<file path="src/rtl/adaptive_ema_position_smoother_defines.svh">
// ----------------------------------------------------------------------------
// Assertion macros for the adaptive EMA position smoother
// Shared concurrent assertion forms, clocked on clk and disabled in reset.
// ----------------------------------------------------------------------------
`ifndef ADAPTIVE_EMA_POSITION_SMOOTHER_DEFINES_SVH
`define ADAPTIVE_EMA_POSITION_SMOOTHER_DEFINES_SVH

// Consequent must hold in the same cycle as the antecedent.
`define AEMS_ASSERT_NOW(lbl, ante, cons) \
    lbl: assert property (@(posedge clk) disable iff (!rst_n) (ante) |-> (cons)) \
        else $error("smoother assertion failed (same cycle)");

// Consequent must hold in the cycle after the antecedent.
`define AEMS_ASSERT_NEXT(lbl, ante, cons) \
    lbl: assert property (@(posedge clk) disable iff (!rst_n) (ante) |=> (cons)) \
        else $error("smoother assertion failed (next cycle)");

`endif

</file>
<file path="src/rtl/aems_pkg.sv">
// ----------------------------------------------------------------------------
// aems_pkg
// Types, widths and codes shared by the adaptive EMA position smoother.
// ----------------------------------------------------------------------------
package aems_pkg;

    localparam int COORD_BITS  = 16;
    localparam int WEIGHT_BITS = 16;

    // Shared multiplier: 17 x 17 bits covers the complement weight 2^16 - w.
    localparam int MUL_W  = WEIGHT_BITS + 1;
    localparam int PROD_W = 2 * MUL_W;

    // Shift-subtract unit widths.
    localparam int OPND_W = 34;
    localparam int REM_W  = 20;
    localparam int RES_W  = 32;
    localparam int STEP_W = 6;

    localparam logic [STEP_W-1:0] SQRT_STEPS = 6'd17;
    localparam logic [STEP_W-1:0] DIV_STEPS  = 6'd32;

    // Configuration port.
    localparam int CFG_IDX_W = 8;
    localparam logic [CFG_IDX_W-1:0] CFG_NOISE_THRESHOLD = 8'd0;
    localparam logic [CFG_IDX_W-1:0] CFG_RAPID_THRESHOLD = 8'd1;
    localparam logic [CFG_IDX_W-1:0] CFG_MIN_WEIGHT      = 8'd2;
    localparam logic [CFG_IDX_W-1:0] CFG_MAX_WEIGHT      = 8'd3;

    localparam logic [15:0] NOISE_RESET = 16'd80;
    localparam logic [15:0] RAPID_RESET = 16'd400;
    localparam logic [15:0] MINW_RESET  = 16'd6554;
    localparam logic [15:0] MAXW_RESET  = 16'd26214;

    localparam logic [15:0] FIRST_FIX_WEIGHT = 16'hFFFF;
    localparam logic [MUL_W-1:0] WEIGHT_ONE = 17'h10000;
    localparam logic [32:0] ROUND_HALF = 33'h0_0000_8000;

    typedef enum logic
    {
        MODE_DIV,
        MODE_SQRT
    } shsub_mode_t;

    typedef struct packed
    {
        logic        start;
        shsub_mode_t mode;
    } shsub_cmd_t;

    typedef struct packed
    {
        logic busy;
        logic done;
    } shsub_status_t;

    typedef enum logic [3:0]
    {
        S_IDLE,
        S_DIFF,
        S_MX,
        S_MY,
        S_SUM,
        S_SQRT,
        S_PICK,
        S_NUM,
        S_DIV,
        S_ROUND,
        S_B0,
        S_B1,
        S_B2,
        S_B3,
        S_B4,
        S_EMIT
    } state_t;

endpackage

</file>
<file path="src/rtl/aems_mul.sv">
// ----------------------------------------------------------------------------
// aems_mul
// Shared unsigned multiplier with a registered product.
// ----------------------------------------------------------------------------
module aems_mul
(
    input  logic                             clk,
    input  logic [aems_pkg::MUL_W-1:0]       mul_a,
    input  logic [aems_pkg::MUL_W-1:0]       mul_b,
    output logic [aems_pkg::PROD_W-1:0]      prod
);

    logic [aems_pkg::PROD_W-1:0] prod_reg;
    logic [aems_pkg::PROD_W-1:0] prod_next;

    always_comb
    begin
        prod_next = mul_a * mul_b;
    end

    always_ff @(posedge clk)
    begin
        prod_reg <= prod_next;
    end

    assign prod = prod_reg;

endmodule

</file>
<file path="src/rtl/aems_shsub.sv">
// ----------------------------------------------------------------------------
// aems_shsub
// Iterative shift-subtract unit: restoring square root or long division.
// ----------------------------------------------------------------------------
`include "adaptive_ema_position_smoother_defines.svh"

module aems_shsub
(
    input  logic                          clk,
    input  logic                          rst_n,
    input  aems_pkg::shsub_cmd_t          cmd,
    input  logic [aems_pkg::OPND_W-1:0]   opnd,
    input  logic [15:0]                   divisor,
    output logic [aems_pkg::RES_W-1:0]    result,
    output logic [15:0]                   remainder,
    output aems_pkg::shsub_status_t       status
);

    logic                         busy_reg, busy_next;
    logic                         done_reg, done_next;
    logic [aems_pkg::STEP_W-1:0]  cnt_reg, cnt_next;
    aems_pkg::shsub_mode_t        mode_reg, mode_next;
    logic [aems_pkg::OPND_W-1:0]  opnd_reg, opnd_next;
    logic [15:0]                  divisor_reg, divisor_next;
    logic [aems_pkg::REM_W-1:0]   rem_reg, rem_next;
    logic [aems_pkg::RES_W-1:0]   res_reg, res_next;

    logic [aems_pkg::REM_W-1:0]   rem_sh;
    logic [aems_pkg::REM_W-1:0]   trial;
    logic [aems_pkg::REM_W:0]     diff;
    logic                         take;

    // One compare-subtract serves both operations; only the operands differ.
    always_comb
    begin
        if (mode_reg == aems_pkg::MODE_SQRT)
        begin
            rem_sh = {rem_reg[aems_pkg::REM_W-3:0], opnd_reg[aems_pkg::OPND_W-1 -: 2]};
            trial  = {res_reg[aems_pkg::REM_W-3:0], 2'b01};
        end
        else
        begin
            rem_sh = {rem_reg[aems_pkg::REM_W-2:0], opnd_reg[aems_pkg::OPND_W-1]};
            trial  = {4'b0000, divisor_reg};
        end
        diff = {1'b0, rem_sh} - {1'b0, trial};
        take = ~diff[aems_pkg::REM_W];
    end

    always_comb
    begin
        busy_next    = busy_reg;
        done_next    = 1'b0;
        cnt_next     = cnt_reg;
        mode_next    = mode_reg;
        opnd_next    = opnd_reg;
        divisor_next = divisor_reg;
        rem_next     = rem_reg;
        res_next     = res_reg;
        if (cmd.start)
        begin
            busy_next    = 1'b1;
            mode_next    = cmd.mode;
            opnd_next    = opnd;
            divisor_next = divisor;
            rem_next     = '0;
            res_next     = '0;
            cnt_next     = (cmd.mode == aems_pkg::MODE_SQRT) ? aems_pkg::SQRT_STEPS
                                                             : aems_pkg::DIV_STEPS;
        end
        else if (busy_reg)
        begin
            rem_next = take ? diff[aems_pkg::REM_W-1:0] : rem_sh;
            res_next = {res_reg[aems_pkg::RES_W-2:0], take};
            if (mode_reg == aems_pkg::MODE_SQRT)
            begin
                opnd_next = {opnd_reg[aems_pkg::OPND_W-3:0], 2'b00};
            end
            else
            begin
                opnd_next = {opnd_reg[aems_pkg::OPND_W-2:0], 1'b0};
            end
            cnt_next = cnt_reg - 6'd1;
            if (cnt_reg == 6'd1)
            begin
                busy_next = 1'b0;
                done_next = 1'b1;
            end
        end
    end

    always_ff @(posedge clk or negedge rst_n)
    begin
        if (!rst_n)
        begin
            busy_reg <= 1'b0;
            done_reg <= 1'b0;
            cnt_reg  <= '0;
            mode_reg <= aems_pkg::MODE_DIV;
        end
        else
        begin
            busy_reg <= busy_next;
            done_reg <= done_next;
            cnt_reg  <= cnt_next;
            mode_reg <= mode_next;
        end
    end

    always_ff @(posedge clk)
    begin
        opnd_reg    <= opnd_next;
        divisor_reg <= divisor_next;
        rem_reg     <= rem_next;
        res_reg     <= res_next;
    end

    assign result      = res_reg;
    assign remainder   = rem_reg[15:0];
    assign status.busy = busy_reg;
    assign status.done = done_reg;

    `AEMS_ASSERT_NOW(a_no_start_while_busy, cmd.start, !busy_reg)
    `AEMS_ASSERT_NEXT(a_done_after_last_step, busy_reg && !cmd.start && (cnt_reg == 6'd1),
        done_reg && !busy_reg)
    `AEMS_ASSERT_NOW(a_root_width, done_reg && (mode_reg == aems_pkg::MODE_SQRT),
        res_reg[aems_pkg::RES_W-1:17] == '0)
    `AEMS_ASSERT_NOW(a_div_rem_below_divisor,
        done_reg && (mode_reg == aems_pkg::MODE_DIV) && (divisor_reg != 16'd0),
        rem_reg < {4'b0000, divisor_reg})

endmodule

</file>
<file path="src/rtl/adaptive_ema_position_smoother.sv">
// ----------------------------------------------------------------------------
// adaptive_ema_position_smoother
// Adaptive two-dimensional exponential smoother for a tracked target centre.
// ----------------------------------------------------------------------------
// One detected centre (unsigned Q12.4 pixels) is taken per input transfer,
// with a found flag in tuser. A transfer without a detection is taken and
// produces nothing. The first detection after reset is passed straight
// through with a weight of 0xFFFF and first_fix set. Every later detection
// is blended with the stored centre using a Q0.16 weight chosen from the
// Euclidean distance between the two, and the blended centre is stored and
// sent out. A tracked detection passes through the difference, the two
// squares in the shared multiplier and the 17-step square root in the shared
// shift-subtract unit; when the distance falls inside the thresholds the
// weight is then interpolated with a 32-step division in the same unit,
// and the blend takes four products in the shared multiplier. The input is
// not ready while an item is being worked on. A finished result waits in the
// output register, and the block goes back to accepting input as soon as it
// has been loaded there. Configuration writes are always ready and should be
// made only while the block is idle.
// ----------------------------------------------------------------------------
module adaptive_ema_position_smoother
(
    input  logic                               clk,
    input  logic                               rst_n,

    // Input stream. tdata: det_x [15:0], det_y [31:16]. tuser: found [0].
    input  logic                               s_axis_tvalid,
    output logic                               s_axis_tready,
    input  logic [31:0]                        s_axis_tdata,
    input  logic                               s_axis_tuser,

    // Result stream. tdata: center_x [15:0], center_y [31:16],
    // weight_used [47:32]. tuser: first_fix [0].
    output logic                               m_axis_tvalid,
    input  logic                               m_axis_tready,
    output logic [47:0]                        m_axis_tdata,
    output logic                               m_axis_tuser,

    // Configuration write channel.
    input  logic                               cfg_valid,
    output logic                               cfg_ready,
    input  logic [aems_pkg::CFG_IDX_W-1:0]     cfg_index,
    input  logic [15:0]                        cfg_data
);

    // Sequencer state.
    aems_pkg::state_t state_reg, state_next;

    // Configuration registers.
    logic [15:0] noise_reg, rapid_reg, minw_reg, maxw_reg;

    // Tracker state.
    logic        have_stored_reg, have_stored_next;
    logic [15:0] stored_x_reg, stored_x_next;
    logic [15:0] stored_y_reg, stored_y_next;

    // Working registers for the item in flight.
    logic [15:0] x_reg, x_next;
    logic [15:0] y_reg, y_next;
    logic [15:0] dx_reg, dx_next;
    logic [15:0] dy_reg, dy_next;
    logic [32:0] acc_reg, acc_next;
    logic [15:0] den_reg, den_next;
    logic        up_reg, up_next;
    logic [15:0] w_reg, w_next;
    logic [15:0] nx_reg, nx_next;
    logic [15:0] ny_reg, ny_next;
    logic        ff_reg, ff_next;

    // Output register.
    logic        m_valid_reg, m_valid_next;
    logic [15:0] out_x_reg, out_x_next;
    logic [15:0] out_y_reg, out_y_next;
    logic [15:0] out_w_reg, out_w_next;
    logic        out_ff_reg, out_ff_next;

    // Shared units.
    logic [aems_pkg::MUL_W-1:0]  mul_a, mul_b;
    logic [aems_pkg::PROD_W-1:0] prod;
    aems_pkg::shsub_cmd_t        unit_cmd;
    aems_pkg::shsub_status_t     unit_status;
    logic [aems_pkg::OPND_W-1:0] unit_opnd;
    logic [aems_pkg::RES_W-1:0]  unit_res;
    logic [15:0]                 unit_rem;

    // Derived values.
    logic        in_accept;
    logic        out_free;
    logic [15:0] det_x, det_y;
    logic        found;
    logic [16:0] distance;
    logic [15:0] offset;
    logic [15:0] span_w;
    logic [15:0] span_d;
    logic        at_min;
    logic        at_max;
    logic [32:0] sum_sq;
    logic [32:0] blend_sum;
    logic [16:0] q_rounded;
    logic        round_up;

    logic [aems_pkg::MUL_W-1:0] cw;

    assign det_x     = s_axis_tdata[15:0];
    assign det_y     = s_axis_tdata[31:16];
    assign found     = s_axis_tuser;
    assign in_accept = s_axis_tvalid && s_axis_tready;
    assign out_free  = !m_valid_reg || m_axis_tready;

    assign distance = unit_res[16:0];
    assign offset   = distance[15:0] - noise_reg;
    assign span_d   = rapid_reg - noise_reg;
    assign span_w   = (maxw_reg >= minw_reg) ? (maxw_reg - minw_reg) : (minw_reg - maxw_reg);
    assign at_min   = distance <= {1'b0, noise_reg};
    assign at_max   = (rapid_reg <= noise_reg) || (distance >= {1'b0, rapid_reg});

    assign sum_sq    = acc_reg + {1'b0, prod[31:0]};
    assign blend_sum = acc_reg + prod[32:0];
    assign cw        = aems_pkg::WEIGHT_ONE - {1'b0, w_reg};

    // Round to nearest, ties upward, from the quotient and remainder.
    assign round_up  = {unit_rem, 1'b0} >= {1'b0, den_reg};
    assign q_rounded = {1'b0, unit_res[15:0]} + {16'd0, round_up};

    // ------------------------------------------------------------------------
    // Sequencer: next state and unit controls.
    // ------------------------------------------------------------------------
    always_comb
    begin
        state_next     = state_reg;
        s_axis_tready  = 1'b0;
        unit_cmd.start = 1'b0;
        unit_cmd.mode  = aems_pkg::MODE_DIV;
        unit_opnd      = '0;
        mul_a          = '0;
        mul_b          = '0;
        case (state_reg)
            aems_pkg::S_IDLE:
            begin
                s_axis_tready = 1'b1;
                if (in_accept && found)
                begin
                    state_next = have_stored_reg ? aems_pkg::S_DIFF : aems_pkg::S_EMIT;
                end
            end
            aems_pkg::S_DIFF:
            begin
                state_next = aems_pkg::S_MX;
            end
            aems_pkg::S_MX:
            begin
                mul_a      = {1'b0, dx_reg};
                mul_b      = {1'b0, dx_reg};
                state_next = aems_pkg::S_MY;
            end
            aems_pkg::S_MY:
            begin
                mul_a      = {1'b0, dy_reg};
                mul_b      = {1'b0, dy_reg};
                state_next = aems_pkg::S_SUM;
            end
            aems_pkg::S_SUM:
            begin
                unit_cmd.start = 1'b1;
                unit_cmd.mode  = aems_pkg::MODE_SQRT;
                unit_opnd      = {1'b0, sum_sq};
                state_next     = aems_pkg::S_SQRT;
            end
            aems_pkg::S_SQRT:
            begin
                if (unit_status.done)
                begin
                    state_next = aems_pkg::S_PICK;
                end
            end
            aems_pkg::S_PICK:
            begin
                mul_a = {1'b0, offset};
                mul_b = {1'b0, span_w};
                if (at_min || at_max)
                begin
                    state_next = aems_pkg::S_B0;
                end
                else
                begin
                    state_next = aems_pkg::S_NUM;
                end
            end
            aems_pkg::S_NUM:
            begin
                unit_cmd.start = 1'b1;
                unit_cmd.mode  = aems_pkg::MODE_DIV;
                unit_opnd      = {prod[31:0], 2'b00};
                state_next     = aems_pkg::S_DIV;
            end
            aems_pkg::S_DIV:
            begin
                if (unit_status.done)
                begin
                    state_next = aems_pkg::S_ROUND;
                end
            end
            aems_pkg::S_ROUND:
            begin
                state_next = aems_pkg::S_B0;
            end
            aems_pkg::S_B0:
            begin
                mul_a      = {1'b0, w_reg};
                mul_b      = {1'b0, x_reg};
                state_next = aems_pkg::S_B1;
            end
            aems_pkg::S_B1:
            begin
                mul_a      = cw;
                mul_b      = {1'b0, stored_x_reg};
                state_next = aems_pkg::S_B2;
            end
            aems_pkg::S_B2:
            begin
                mul_a      = {1'b0, w_reg};
                mul_b      = {1'b0, y_reg};
                state_next = aems_pkg::S_B3;
            end
            aems_pkg::S_B3:
            begin
                mul_a      = cw;
                mul_b      = {1'b0, stored_y_reg};
                state_next = aems_pkg::S_B4;
            end
            aems_pkg::S_B4:
            begin
                state_next = aems_pkg::S_EMIT;
            end
            aems_pkg::S_EMIT:
            begin
                if (out_free)
                begin
                    state_next = aems_pkg::S_IDLE;
                end
            end
            default:
            begin
                state_next = aems_pkg::S_IDLE;
            end
        endcase
    end

    // ------------------------------------------------------------------------
    // Datapath next values.
    // ------------------------------------------------------------------------
    always_comb
    begin
        x_next           = x_reg;
        y_next           = y_reg;
        dx_next          = dx_reg;
        dy_next          = dy_reg;
        acc_next         = acc_reg;
        den_next         = den_reg;
        up_next          = up_reg;
        w_next           = w_reg;
        nx_next          = nx_reg;
        ny_next          = ny_reg;
        ff_next          = ff_reg;
        have_stored_next = have_stored_reg;
        stored_x_next    = stored_x_reg;
        stored_y_next    = stored_y_reg;
        m_valid_next     = m_valid_reg && !m_axis_tready;
        out_x_next       = out_x_reg;
        out_y_next       = out_y_reg;
        out_w_next       = out_w_reg;
        out_ff_next      = out_ff_reg;
        case (state_reg)
            aems_pkg::S_IDLE:
            begin
                if (in_accept)
                begin
                    // The first fix goes out exactly as given.
                    x_next  = det_x;
                    y_next  = det_y;
                    nx_next = det_x;
                    ny_next = det_y;
                    w_next  = aems_pkg::FIRST_FIX_WEIGHT;
                    ff_next = !have_stored_reg;
                end
            end
            aems_pkg::S_DIFF:
            begin
                dx_next = (x_reg >= stored_x_reg) ? (x_reg - stored_x_reg)
                                                  : (stored_x_reg - x_reg);
                dy_next = (y_reg >= stored_y_reg) ? (y_reg - stored_y_reg)
                                                  : (stored_y_reg - y_reg);
            end
            aems_pkg::S_MY:
            begin
                acc_next = {1'b0, prod[31:0]};
            end
            aems_pkg::S_PICK:
            begin
                den_next = span_d;
                up_next  = maxw_reg >= minw_reg;
                if (at_min)
                begin
                    w_next = minw_reg;
                end
                else if (at_max)
                begin
                    w_next = maxw_reg;
                end
            end
            aems_pkg::S_ROUND:
            begin
                w_next = up_reg ? (minw_reg + q_rounded[15:0])
                                : (minw_reg - q_rounded[15:0]);
            end
            aems_pkg::S_B1:
            begin
                acc_next = prod[32:0] + aems_pkg::ROUND_HALF;
            end
            aems_pkg::S_B2:
            begin
                nx_next = blend_sum[31:16];
            end
            aems_pkg::S_B3:
            begin
                acc_next = prod[32:0] + aems_pkg::ROUND_HALF;
            end
            aems_pkg::S_B4:
            begin
                ny_next = blend_sum[31:16];
            end
            aems_pkg::S_EMIT:
            begin
                if (out_free)
                begin
                    m_valid_next     = 1'b1;
                    out_x_next       = nx_reg;
                    out_y_next       = ny_reg;
                    out_w_next       = w_reg;
                    out_ff_next      = ff_reg;
                    stored_x_next    = nx_reg;
                    stored_y_next    = ny_reg;
                    have_stored_next = 1'b1;
                end
            end
            default:
            begin
            end
        endcase
    end

    // ------------------------------------------------------------------------
    // Registers.
    // ------------------------------------------------------------------------
    always_ff @(posedge clk or negedge rst_n)
    begin
        if (!rst_n)
        begin
            state_reg       <= aems_pkg::S_IDLE;
            have_stored_reg <= 1'b0;
            stored_x_reg    <= '0;
            stored_y_reg    <= '0;
            m_valid_reg     <= 1'b0;
        end
        else
        begin
            state_reg       <= state_next;
            have_stored_reg <= have_stored_next;
            stored_x_reg    <= stored_x_next;
            stored_y_reg    <= stored_y_next;
            m_valid_reg     <= m_valid_next;
        end
    end

    always_ff @(posedge clk or negedge rst_n)
    begin
        if (!rst_n)
        begin
            noise_reg <= aems_pkg::NOISE_RESET;
            rapid_reg <= aems_pkg::RAPID_RESET;
            minw_reg  <= aems_pkg::MINW_RESET;
            maxw_reg  <= aems_pkg::MAXW_RESET;
        end
        else if (cfg_valid && cfg_ready)
        begin
            // A transfer to an index beyond the register list is dropped.
            case (cfg_index)
                aems_pkg::CFG_NOISE_THRESHOLD: noise_reg <= cfg_data;
                aems_pkg::CFG_RAPID_THRESHOLD: rapid_reg <= cfg_data;
                aems_pkg::CFG_MIN_WEIGHT:      minw_reg  <= cfg_data;
                aems_pkg::CFG_MAX_WEIGHT:      maxw_reg  <= cfg_data;
                default:
                begin
                end
            endcase
        end
    end

    always_ff @(posedge clk)
    begin
        x_reg      <= x_next;
        y_reg      <= y_next;
        dx_reg     <= dx_next;
        dy_reg     <= dy_next;
        acc_reg    <= acc_next;
        den_reg    <= den_next;
        up_reg     <= up_next;
        w_reg      <= w_next;
        nx_reg     <= nx_next;
        ny_reg     <= ny_next;
        ff_reg     <= ff_next;
        out_x_reg  <= out_x_next;
        out_y_reg  <= out_y_next;
        out_w_reg  <= out_w_next;
        out_ff_reg <= out_ff_next;
    end

    // ------------------------------------------------------------------------
    // Shared arithmetic.
    // ------------------------------------------------------------------------
    aems_mul u_mul
    (
        .clk   (clk),
        .mul_a (mul_a),
        .mul_b (mul_b),
        .prod  (prod)
    );

    aems_shsub u_shsub
    (
        .clk       (clk),
        .rst_n     (rst_n),
        .cmd       (unit_cmd),
        .opnd      (unit_opnd),
        .divisor   (den_reg),
        .result    (unit_res),
        .remainder (unit_rem),
        .status    (unit_status)
    );

    assign cfg_ready     = 1'b1;
    assign m_axis_tvalid = m_valid_reg;
    assign m_axis_tdata  = {out_w_reg, out_y_reg, out_x_reg};
    assign m_axis_tuser  = out_ff_reg;

endmodule
</file>
<file path="config.mk">
export PLATFORM = sky130hd
export DESIGN_NAME = adaptive_ema_position_smoother
export DESIGN_NICKNAME = d
export VERILOG_FILES = /design/src/rtl/aems_pkg.sv /design/src/rtl/aems_mul.sv /design/src/rtl/aems_shsub.sv /design/src/rtl/adaptive_ema_position_smoother.sv
export VERILOG_INCLUDE_DIRS = /design/src /design/src/rtl
export SDC_FILE = /design/constraint.sdc
export NUM_CORES = 2
export LEC_CHECK = 0
export BUFFER_PORTS_ARGS = -buffer_cell sky130_fd_sc_hd__buf_2
export CORE_MARGIN = 2
export CORE_UTILIZATION = 42
export CTS_CLUSTER_DIAMETER = 40
export DETAILED_ROUTE_END_ITERATION = 16
export GPL_TIMING_DRIVEN = 0
export SYNTH_ARGS = -nofsm -noshare
export SYNTH_HDL_FRONTEND = slang
export SYNTH_SLANG_ARGS = --single-unit
</file>
<file path="constraint.sdc">
create_clock -name clk -period 11.4 [get_ports clk]
set_input_delay 1.14 -clock clk [delete_from_list [all_inputs] [get_ports clk]]
set_output_delay 1.14 -clock clk [all_outputs]
set_load 0.02 [all_outputs]
</file>
==> results.toml <==
[placed_design]
portBuffers = 112
place.gp.congestion = 0.978
dpl.hpwl_um = 98500

[logic_synthesis]
synth_cells = 3903
synth_edf_count = 262
synth_flop_cell = "edfxtp_1"
syn_nets = 4519
synth-async-reset-ratio_pct = 25.1
seq_area_frac_synth_pct = 32.4
synth-seq-cells = 443
yosysTopAreaCell = "edfxtp_1"
netlist.area_leader.share_pct = 21.1
yosysMostFrequentCell = "inv_1"
ys_types = 94
synth_area_sq_um = 37300
yosysWarnings = 0
synth.avg_cell_area_sq_um = 9.55
yosys-top-cells-count = "inv_1, nand2_1, ha_1"
synthTopCellsByArea = "edfxtp_1, fa_1, ha_1"

[global_route]
antenna_found_initial = 2
grt-ovfl-total = 0
grt_max_degree = 84
grt_util_all_layers_pct = 27.0
grt_pass1_wl_um = 185000
grt_pass1_vias = 29570

[clock_tree]
clk_latency_ns = 0.64
cts_resized = 0
holdBufCountCts = 0
postCtsSetupRepairBufs = 0
cts_root_buffer = "clkbuf_16"
clock_sinks = 443
cts_buffer_depth = 3
numCtsBuffers = 77
clk_pin_slew_worst_paths_ns = 0.06
htreeDepth = 3
cts_tree = "done"

[final_layout]
fillers = 8461
largest_reg_flops = 34
layout-drive-gt1-share_pct = 10.2
area_growth_pct = 13.2
nNetsFinal = 4718

[critical_path]
crit_arrival_ns = 10.88
ff2ff_path_depth = 33
critPathMaxStageDelay_ns = 0.96
cpMostUsedCell = "fa_1"
required_ns = 11.89
startpoint_type = "register"
endpoint_kind = "register"
crit_slowest_cell = "o21ai_1"
path_class = "register to register"
regToRegStartpoint = "minw_reg[7]"
timing.rr.end = "u_mul.prod[32]"
reg2reg_slack_ns = 1.01
worstPathMaxFanout = 10

[drt]
drt_iter0_drc = 2543
viasPerCell = 5.71
firstDrtPassIters = 5
detail-route-antenna-nets = 0
drc_errors = 0
wl_per_cell_um = 23.0
totalWireLength_um = 123000
route.vias.total = 30435

[die]
io_pins = 114
die_area_sq_um = 91100
core_area_sq_um = 88100
rows = 109
die_width_um = 302
start_util_pct = 42.3
die_h_um = 302

[timing]
slew_violations = 0
rsz0062_at_grt = "false"
setup_viol = 0
final.setup.tns_ns = 0
clock_skew_ns = 0.0442
relSlewSlack_pct = 5.96
final.period_utilization_pct = 91.1
fin_crit_ns = 10.39
hold_violations = 0
tightest_slew_ns = 1.41
clock.fmax_mhz = 96.3

[min_path]
worstHoldPathType = "input port to async pin"

[outcome]
status = "completed"

[flow_run]
maxCapViolCount = 0
[area by class of cell]
| class | instances | area [sq um] | share of cell area (%) |
|---|---|---|---|
| Sequential cell | 443 | 12100 | 28.6 |
| Inverter | 453 | 1700 | 4.03 |
| Antenna cell | 1 | 2.50 | 0.00593 |
| Timing Repair Buffer | 120 | 674 | 1.60 |
| Tap cell | 1165 | 1460 | 3.46 |
| Buffer | 154 | 638 | 1.51 |
| Multi-Input combinational cell | 2853 | 22900 | 54.3 |
| Clock buffer | 93 | 2130 | 5.06 |
| Clock inverter | 51 | 586 | 1.39 |
[per-layer routing]
metal / global-route usage [%] / share of wire [%] / up-vias
met5: 0 / 0 / -
met4: 9.23 / 3.4 / 0
met3: 4.58 / 7.3 / 214
met2: 42.8 / 46 / 1063
met1: 37.3 / 44 / 15095
li1: - / - / 14063
[kinds of logic after synthesis]
logic type               count (synthesis)  share of synthesized area, %
adder cells (fa/ha/maj)                554                          23.0
buffers and inverters                  607                          6.26
XOR/XNOR                               195                          4.58
other                                    1                        0.0101
multiplexers                           178                          5.04
AO/OA/AOI/OAI                          922                          16.0
flip-flops                             443                          32.4
AND/OR/NAND/NOR                       1003                          12.7
[worst max path at each step]
| stage | startpoint | to | slack (ns) |
|---|---|---|---|
| after global routing | minw_reg[7] | u_mul.prod[32] | 0.56 |
| after CTS | minw_reg[7] | u_mul.prod[32] | 1.12 |
| final | minw_reg[7] | u_mul.prod[32] | 1.01 |
| after detailed placement | state_reg[1] | u_mul.prod[21] | 1.16 |
| after global placement | minw_reg[7] | u_mul.prod[32] | 1.07 |
| after floorplan | minw_reg[1] | u_mul.prod[21] | 2.99 |
[critical path: cells and delay by family (launching register included)]
family	cells	cell delay, ns
flops	1	0.64
simple gates	6	1.00
xor+xnor	2	0.41
fa+ha+maj	8	3.81
compound gates	9	3.25
buf+inv	8	1.17
[placed cells by master, fill, tap and decap left out, types with 12 or more instances in the layout]
cell / count
and3_1: 23
edfxtp_1: 262
a211oi_1: 23
o21ai_1: 40
clkbuf_1: 111
a31oi_1: 32
a22oi_1: 46
nand4_1: 26
nand3_1: 66
nor3_1: 49
xor2_1: 64
inv_1: 448
o221ai_1: 30
mux2_2: 74
o21bai_1: 26
xnor2_1: 131
fa_1: 219
nor2b_1: 65
and2_1: 53
nand3b_1: 12
ha_1: 335
clkbuf_16: 82
o21ai_0: 207
buf_1: 12
nand2b_1: 36
inv_6: 15
nand2_1: 372
nor2_1: 226
mux2i_1: 101
dfxtp_1: 70
o211ai_1: 17
or3_1: 14
a221oi_1: 18
o21a_1: 39
nor4_1: 14
buf_2: 142
a21oi_1: 227
a21o_1: 85
dfstp_2: 20
dfrtp_1: 91
[per-stage QoR]
stage | hold WS (ns) | setup WS, ns | utilization (%) | std cells | cell area, sq um
2_1_floorplan | 0.400 | 2.99 | - | 3903 | 37300
3_3_place_gp | 0.406 | 1.07 | 44.6 | 5180 | 39300
3_5_place_dp | 0.428 | 1.16 | 44.8 | 5187 | 39400
4_1_cts | 0.363 | 1.12 | 47.9 | 5331 | 42200
5_1_grt | 0.389 | 0.558 | 47.9 | 5332 | 42200
6_report | 0.385 | 1.01 | 47.9 | 5333 | 42200
Power is not shown: default switching activity piles up to over one toggle a cycle in this logic, so the estimate is an artifact.
